[src/kct_pkg.sv]
// Shared types, sizes and reset contents for the keyed credit table.
// Used by kct_cell and keyed_credit_table; depends on nothing else.
package kct_pkg;

  localparam int unsigned ENTRIES   = 8;
  localparam int unsigned KEY_CHARS = 7;

  localparam int unsigned IDX_W   = (ENTRIES > 1) ? $clog2(ENTRIES) : 1;
  localparam int unsigned MODE_W  = 2;
  localparam int unsigned KEY_W   = 56;
  localparam int unsigned SLOT_W  = 3;
  localparam int unsigned CENTS_W = 16;
  localparam int unsigned CMP_W   = (IDX_W > SLOT_W) ? IDX_W : SLOT_W;

  localparam logic [MODE_W-1:0] MODE_LOOKUP   = 2'd0;
  localparam logic [MODE_W-1:0] MODE_REGISTER = 2'd1;
  localparam logic [MODE_W-1:0] MODE_CHARGE   = 2'd2;

  localparam logic [7:0]  DASH_CHAR      = 8'h2D;
  localparam int unsigned CENTS_PER_UNIT = 100;
  localparam logic [KEY_W-1:0] DASH_KEY  = {7{DASH_CHAR}};

  // Only the leading KEY_CHARS characters (top bytes) take part in a match.
  function automatic logic [KEY_W-1:0] key_mask_f();
    logic [KEY_W-1:0] m;
    m = '0;
    for (int i = 0; i < 7; i++) begin
      if (i < int'(KEY_CHARS)) begin
        m[KEY_W-1-8*i -: 8] = 8'hFF;
      end
    end
    return m;
  endfunction

  localparam logic [KEY_W-1:0] KEY_MASK = key_mask_f();

  function automatic logic [KEY_W-1:0] reset_key(input int unsigned idx);
    logic [KEY_W-1:0] k;
    case (idx)
      0:       k = "IAC3719";
      1:       k = "IMN0123";
      2:       k = "ISD1A07";
      3:       k = "ICB8720";
      4:       k = "IWE9103";
      5:       k = "IOP1931";
      default: k = DASH_KEY;
    endcase
    return k;
  endfunction

  function automatic logic reset_valid(input int unsigned idx);
    return (idx < 6);
  endfunction

  function automatic logic [CENTS_W-1:0] reset_credit(input int unsigned idx);
    int unsigned c;
    case (idx)
      0:       c = 30 * CENTS_PER_UNIT + 50;
      1:       c = 8  * CENTS_PER_UNIT + 50;
      2:       c = 20 * CENTS_PER_UNIT;
      3:       c = 30 * CENTS_PER_UNIT;
      4:       c = 20 * CENTS_PER_UNIT;
      5:       c = 10 * CENTS_PER_UNIT + 50;
      default: c = 0;
    endcase
    return CENTS_W'(c);
  endfunction

  // Request token that walks the cell chain, one cell per cycle.
  typedef struct packed {
    logic                vld;
    logic [MODE_W-1:0]   mode;
    logic [KEY_W-1:0]    key;
    logic [SLOT_W-1:0]   slot;
    logic [CENTS_W-1:0]  amount;
    logic                done;
    logic [SLOT_W-1:0]   hit;
    logic                ok;
    logic [CENTS_W-1:0]  bal;
  } tok_t;

endpackage

[src/kct_cell.sv]
// One table slot: key, valid bit and credit, plus one stage of the request chain.
// Depends on kct_pkg.
module kct_cell (
  input  logic                      clk_i,
  input  logic                      rst_ni,
  input  logic [kct_pkg::IDX_W-1:0] cell_idx_i,
  input  kct_pkg::tok_t             tok_i,
  output kct_pkg::tok_t             tok_o
);
  import kct_pkg::*;

  logic [KEY_W-1:0]   key_q, key_d;
  logic               valid_q, valid_d;
  logic [CENTS_W-1:0] credit_q, credit_d;
  tok_t               tok_q, tok_d;

  logic key_match, slot_match, covers;

  assign key_match  = valid_q && (((key_q ^ tok_i.key) & KEY_MASK) == '0);
  assign slot_match = (CMP_W'(tok_i.slot) == CMP_W'(cell_idx_i));
  assign covers     = (credit_q >= tok_i.amount);

  always_comb begin
    key_d    = key_q;
    valid_d  = valid_q;
    credit_d = credit_q;
    tok_d    = tok_i;
    if (tok_i.vld && !tok_i.done) begin
      case (tok_i.mode)
        MODE_LOOKUP: begin
          if (key_match) begin
            tok_d.done = 1'b1;
            tok_d.hit  = SLOT_W'(cell_idx_i);
            tok_d.ok   = 1'b1;
          end
        end
        MODE_REGISTER: begin
          if (!valid_q) begin
            key_d      = tok_i.key;
            valid_d    = 1'b1;
            tok_d.done = 1'b1;
            tok_d.hit  = SLOT_W'(cell_idx_i);
            tok_d.ok   = 1'b1;
          end
        end
        MODE_CHARGE: begin
          if (slot_match) begin
            tok_d.done = 1'b1;
            tok_d.hit  = tok_i.slot;
            if (covers) begin
              credit_d  = credit_q - tok_i.amount;
              tok_d.ok  = 1'b1;
              tok_d.bal = credit_q - tok_i.amount;
            end else begin
              tok_d.bal = credit_q;
            end
          end
        end
        default: begin
        end
      endcase
    end
  end

  always_ff @(posedge clk_i or negedge rst_ni) begin
    if (!rst_ni) begin
      key_q    <= reset_key(int'(cell_idx_i));
      valid_q  <= reset_valid(int'(cell_idx_i));
      credit_q <= reset_credit(int'(cell_idx_i));
    end else begin
      key_q    <= key_d;
      valid_q  <= valid_d;
      credit_q <= credit_d;
    end
  end

  always_ff @(posedge clk_i or negedge rst_ni) begin
    if (!rst_ni) begin
      tok_q <= '0;
    end else begin
      tok_q <= tok_d;
    end
  end

  assign tok_o = tok_q;

endmodule

[src/keyed_credit_table.sv]
// Keyed credit table: plate keys and cent balances held in a chain of slot cells.
// Depends on kct_pkg and kct_cell.
// Each request is registered by every cell in turn, then held in the output registers.
// The token walks every cell once, and the block holds a single transaction
// until its result is taken.
// Reset: asynchronous, active low; restores the preloaded plates and clears the rest.
module keyed_credit_table (
  input  logic                        clk_i,
  input  logic                        rst_ni,
  input  logic                        in_valid_i,
  output logic                        in_ready_o,
  input  logic [kct_pkg::MODE_W-1:0]  mode_i,
  input  logic [kct_pkg::KEY_W-1:0]   plate_key_i,
  input  logic [kct_pkg::SLOT_W-1:0]  req_slot_i,
  input  logic [kct_pkg::CENTS_W-1:0] amount_i,
  output logic                        out_valid_o,
  input  logic                        out_ready_i,
  output logic [kct_pkg::SLOT_W-1:0]  hit_slot_o,
  output logic                        success_o,
  output logic [kct_pkg::CENTS_W-1:0] balance_cents_o
);
  import kct_pkg::*;

  // Token chain: chain[0] is the injected request, chain[ENTRIES] leaves the last cell.
  tok_t chain [ENTRIES+1];

  logic               busy_q, busy_d;
  logic               out_vld_q, out_vld_d;
  logic [SLOT_W-1:0]  hit_q, hit_d;
  logic               ok_q, ok_d;
  logic [CENTS_W-1:0] bal_q, bal_d;
  logic               in_fire, out_fire;
  tok_t               tail;

  // Accept one transaction at a time; hold off until its result is taken.
  assign in_ready_o = !busy_q;
  assign in_fire    = in_valid_i && in_ready_o;
  assign out_fire   = out_vld_q && out_ready_i;

  // Inject a fresh token with a cleared result.
  always_comb begin
    chain[0].vld    = in_fire;
    chain[0].mode   = mode_i;
    chain[0].key    = plate_key_i;
    chain[0].slot   = req_slot_i;
    chain[0].amount = amount_i;
    chain[0].done   = 1'b0;
    chain[0].hit    = '0;
    chain[0].ok     = 1'b0;
    chain[0].bal    = '0;
  end

  for (genvar g = 0; g < ENTRIES; g++) begin : g_cell
    kct_cell u_cell (
      .clk_i      (clk_i),
      .rst_ni     (rst_ni),
      .cell_idx_i (IDX_W'(g)),
      .tok_i      (chain[g]),
      .tok_o      (chain[g+1])
    );
  end

  assign tail = chain[ENTRIES];

  // Finish the result: an unclaimed charge names a slot beyond the table, so report
  // the requested slot with failure; lookup/register misses and the unused mode stay zero.
  always_comb begin
    busy_d    = busy_q;
    out_vld_d = out_vld_q;
    hit_d     = hit_q;
    ok_d      = ok_q;
    bal_d     = bal_q;
    if (in_fire) begin
      busy_d = 1'b1;
    end
    if (out_fire) begin
      out_vld_d = 1'b0;
      busy_d    = 1'b0;
    end
    if (tail.vld) begin
      out_vld_d = 1'b1;
      hit_d     = tail.hit;
      ok_d      = tail.ok;
      bal_d     = tail.bal;
      if (!tail.done && (tail.mode == MODE_CHARGE)) begin
        hit_d = tail.slot;
      end
    end
  end

  always_ff @(posedge clk_i or negedge rst_ni) begin
    if (!rst_ni) begin
      busy_q    <= 1'b0;
      out_vld_q <= 1'b0;
    end else begin
      busy_q    <= busy_d;
      out_vld_q <= out_vld_d;
    end
  end

  // Hold the result until the transaction is taken downstream.
  always_ff @(posedge clk_i) begin
    hit_q <= hit_d;
    ok_q  <= ok_d;
    bal_q <= bal_d;
  end

  assign out_valid_o     = out_vld_q;
  assign hit_slot_o      = hit_q;
  assign success_o       = ok_q;
  assign balance_cents_o = bal_q;

endmodule

[config.mk]
export PLATFORM = sky130hd
export DESIGN_NAME = keyed_credit_table
export DESIGN_NICKNAME = d
export VERILOG_FILES = /design/src/kct_pkg.sv /design/src/kct_cell.sv /design/src/keyed_credit_table.sv
export SDC_FILE = /design/constraint.sdc
export NUM_CORES = 1
export LEC_CHECK = 0
export ABC_AREA = 0
export BUFFER_PORTS_ARGS = -buffer_cell sky130_fd_sc_hd__clkbuf_2
export CORE_MARGIN = 8
export CORE_UTILIZATION = 55
export DETAILED_ROUTE_END_ITERATION = 7
export PLACE_DENSITY = 0.69
export RECOVER_POWER = 25
export SETUP_SLACK_MARGIN = 0.2
export SLEW_MARGIN = 20
export SYNTH_ARGS = -nofsm -noshare
export SYNTH_HDL_FRONTEND = slang
export SYNTH_SLANG_ARGS = --single-unit
[constraint.sdc]
create_clock -name clk_i -period 4.35 [get_ports clk_i]
set_input_delay 0.87 -clock clk_i [delete_from_list [all_inputs] [get_ports clk_i]]
set_output_delay 0.87 -clock clk_i [all_outputs]
set_load 0.02 [all_outputs]
==> out/results.ini <==
[synth]
compound_cell_area_share_of_the_yosys_netlist_pct = 10.12
ys_async_sr_fraction_pct = 97.97
post_synth_inst_count = 3296
synth-simple-area-share_pct = 11.32
yosys-mux-area-fraction_pct = 6.582
synthesized_area_divided_by_synthesized_cell_count_um2 = 12.30
syn_area_mm2 = 0.04055
post_synthesis_cell_type_count = 98
synth_top_family_by_area = simple AND/OR/NAND/NOR gates
synth_enable_flop_cells = 20
synthesis.yosys.warnings = 0
synth-seq-area-share_pct = 61.25
commonest_register_cell_after_synthesis = sky130_fd_sc_hd__dfrtp_1
synth.ff_latch_count = 984
synth_fa_ha_area_share_pct = 4.344
yosys.area_share.xor_xnor_pct = 3.564

[min_path]
min-delay-path-class = input port to asynchronous set/reset pin

[clock_network]
clock_latency_ns = 0.69
clock-root-buffer = sky130_fd_sc_hd__clkbuf_16
clock_sink_count = 984
cts_buffers = 98
tritoncts = built
postCtsResizedCells = 0
hold_buf_cts = 0
clock_path_buffers = 3
clk_pin_slew_ns = 0.06
setup_repair_bufs_after_cts = 0
cts_htree_levels = 3

[detailed_routing]
postRouteWirelength_um = 94330
drt_first_pass_iters = 5
dr.first_iter.drc_count = 1585
detail_route.drc_violations = 0
route.vias.total = 25705
final_antenna_net_count = 0
drt-wirelength-per-cell_um = 20.90
drt-vias-per-instance = 5.696

[floorplanning]
die_width_um = 287.5
floorplan.die.height_um = 287.5
design.core.area_mm2 = 0.07296
initial_standard_cell_utilization_of_the_core_pct = 55.58
die_area_mm2 = 0.08267
rows = 99
num_io_pins = 103

[grt]
first_global_vias = 26922
grt_overflow = 0
grt_antenna_before_repair = 1
grtUsageTotal_pct = 23.01
grt_first_pass_wirelength_um = 151400
grt_max_degree = 109

[sta]
finalWorstPathRequiredPeriod_ns = 3.395
clock.fmax_mhz = 294.6
setup_violations = 0
tightest_slew_ns = 1.034
grt_setup_unrepaired = no
hold_viol = 0
timing.final.crit_share_pct = 78.04
finalClockSkew_ns = 0.05184
totalNegativeSetupSlack_ns = 0
timing_max_transition_violations_final = 0
timing.slew.headroom_pct = 30.61

[status]
run_status = finished, final reports clean

[worst_setup_path]
setup.worst_path.class = flip-flop to flip-flop
critPathCaptureType = flip-flop
worst_ep_arrival_time_ns = 3.92
cp_max_fo = 16
crit_required_ns = 4.88
setup.worst_path.start_class = flip-flop

[job]
drv_cap = 0

[placed_design]
portBuffers = 102
post-dp-hpwl_um = 69720
globalplace.congestion = 0.9169
placedCellCount = 4326

[pwr]
total_power_w = 0.02089
power_density_mw_per_mm2 = 453.9
static_leak_nw = 21.11
vdd_drop_max_v = 0.0003746

[final_layout]
area_growth_pct = 13.51
stdcell_count = 4513
num-nets-final = 3684
post_layout_utilization_of_the_core_pct = 63.09
post_route_cells_drive_above_1_share_pct = 16.30

per-stage QoR:
stage	hold slack (ns)	setup WS, ns	cell area (um2)
floorplan	0.3454	1.246	40560
global placement	0.3556	0.9887	42370
detailed placement	0.3585	0.9776	42370
CTS	0.2462	0.9537	46110
global route	0.2665	0.7168	46030
finish	0.2521	0.9551	46030
cells in the mapped netlist (all sizes together) (8+ instances only):
cell / number / share of area (%)
fa: 8 / 0.39
nand2: 262 / 2.4
ha: 128 / 3.9
mux2: 181 / 5.1
o21a: 28 / 0.52
o21ai: 183 / 2.3
a211oi: 24 / 0.52
or3: 12 / 0.19
o211ai: 28 / 0.52
buf: 27 / 0.43
dfstp: 92 / 6.0
nor3b: 17 / 0.31
a21oi: 121 / 1.5
or4: 8 / 0.15
nor2: 147 / 1.4
inv: 199 / 1.8
dfrtp: 872 / 54
a31oi: 39 / 0.62
mux2i: 60 / 1.5
o21bai: 12 / 0.22
o22ai: 9 / 0.15
a21o: 56 / 1.0
o31a: 8 / 0.17
a211o: 9 / 0.19
nand3: 48 / 0.59
nor2b: 44 / 0.68
or2: 17 / 0.26
a2111oi: 12 / 0.31
nand4b: 9 / 0.19
a31o: 12 / 0.26
nand2b: 37 / 0.57
xor2: 70 / 1.5
clkbuf: 56 / 0.53
and3: 17 / 0.26
nor3: 43 / 0.54
nand4: 51 / 0.79
nor4b: 28 / 0.60
nor4: 46 / 0.75
and2: 26 / 0.40
nand3b: 11 / 0.20
nor4bb: 22 / 0.54
xnor2: 95 / 2.1
edfxtp: 20 / 1.5
o31ai: 12 / 0.23
logic make-up (layout without fill, tap and decap cells):
kind of cell | after synthesis | count (layout)
AOI/OAI and AO/OA | 623 | 623
xor gates and xnor gates | 165 | 165
adders and majority gates | 136 | 136
buffers and inverters | 282 | 536
DFF | 984 | 984
muxes | 241 | 241
other | 1 | 5
and+or+nand+nor | 864 | 864
path summary, 6_finish.rpt:
| kind | startpoint | end | slack (ns) | cells after the start |
|---|---|---|---|---|
| worst max-delay path | g_cell[5].u_cell.tok_o[21] | g_cell[6].u_cell.credit_q[15] | 0.96 | 9 |
| min in group clk_i | plate_key_i[38] | g_cell[0].u_cell.tok_o[78] | 0.29 | 1 |
| worst max register to register | g_cell[5].u_cell.tok_o[21] | g_cell[6].u_cell.credit_q[15] | 0.96 | 9 |
| worst min-delay path | rst_ni | g_cell[6].u_cell.tok_o[92] | 0.25 | 1 |
| max in group asynchronous | rst_ni | g_cell[1].u_cell.tok_o[7] | 2.91 | 2 |
| worst min register to register | g_cell[2].u_cell.tok_o[36] | g_cell[3].u_cell.tok_o[36] | 0.35 | 0 |
per-layer routing:
layer	vias to the layer above	GRT usage [%]	wire (um)
li1	11975	-	-
met1	12928	31.63	42090
met3	146	3.658	4338
met5	-	0	0
met4	0	6.616	2281
met2	656	37.91	45630
critical path, cell delays in order, from the launching register on:
cell                       delay (ns)
sky130_fd_sc_hd__dfrtp_1         0.39
sky130_fd_sc_hd__ha_1            0.23
sky130_fd_sc_hd__fa_1            0.41
sky130_fd_sc_hd__nor2b_1         0.16
sky130_fd_sc_hd__o31a_1          0.28
sky130_fd_sc_hd__o311ai_2        0.16
sky130_fd_sc_hd__a31oi_2         0.60
sky130_fd_sc_hd__nand2_1         0.50
sky130_fd_sc_hd__and2_1          0.32
sky130_fd_sc_hd__a31o_2          0.22
final cells by class:
cell class	count	area [um2]
well taps	959	1200
fillers	5568	26930
repair buffers	152	894.6
inverters	199	747.0
diodes	2	5.005
clock buffers	138	2823
multi-input cells	2032	14610
clock inverters	47	914.6
flip-flops and latches	984	24840
cell usage in the layout, fill, tap and decap left out, types with 20 or more instances in the layout:
master                        n
sky130_fd_sc_hd__dfrtp_1    872
sky130_fd_sc_hd__nand2_1    259
sky130_fd_sc_hd__inv_1      199
sky130_fd_sc_hd__mux2_2     173
sky130_fd_sc_hd__o21ai_0    171
sky130_fd_sc_hd__nor2_1     145
sky130_fd_sc_hd__ha_1       128
sky130_fd_sc_hd__a21oi_1    121
sky130_fd_sc_hd__clkbuf_16   98
sky130_fd_sc_hd__xnor2_1     95
sky130_fd_sc_hd__dfstp_2     92
sky130_fd_sc_hd__clkbuf_1    89
sky130_fd_sc_hd__xor2_1      70
sky130_fd_sc_hd__mux2i_1     60
sky130_fd_sc_hd__a21o_1      56
sky130_fd_sc_hd__nand4_1     51
sky130_fd_sc_hd__nand3_1     48
sky130_fd_sc_hd__nor4_1      45
sky130_fd_sc_hd__nor2b_1     44
sky130_fd_sc_hd__buf_4       43
sky130_fd_sc_hd__nor3_1      41
sky130_fd_sc_hd__a31oi_1     38
sky130_fd_sc_hd__nand2b_1    37
sky130_fd_sc_hd__clkbuf_2    30
sky130_fd_sc_hd__o21a_1      28
sky130_fd_sc_hd__o211ai_1    28
sky130_fd_sc_hd__nor4b_1     27
sky130_fd_sc_hd__and2_1      26
sky130_fd_sc_hd__nor4bb_1    22
sky130_fd_sc_hd__clkbuf_8    22
sky130_fd_sc_hd__a211oi_1    21
sky130_fd_sc_hd__edfxtp_1    20
sky130_fd_sc_hd__bufinv_16   20
sequential cells by signal, indices dropped and copies added, names as in the netlist:
name and count:
g_cell.u_cell.tok_o 720, g_cell.u_cell.credit_q 128, g_cell.u_cell.key_q 112, balance_cents_o 16
hit_slot_o 3, g_cell.u_cell.valid_q 2, busy_q 1, out_valid_o 1
success_o 1
where the power goes:
part	internal, W	switching [W]
Combinational	0.000568	0.000669
Sequential	0.00982	0.000422
Clock	0.00577	0.00364
Total	0.0162	0.00473
Note: power is estimated with default switching activity, not from simulation.
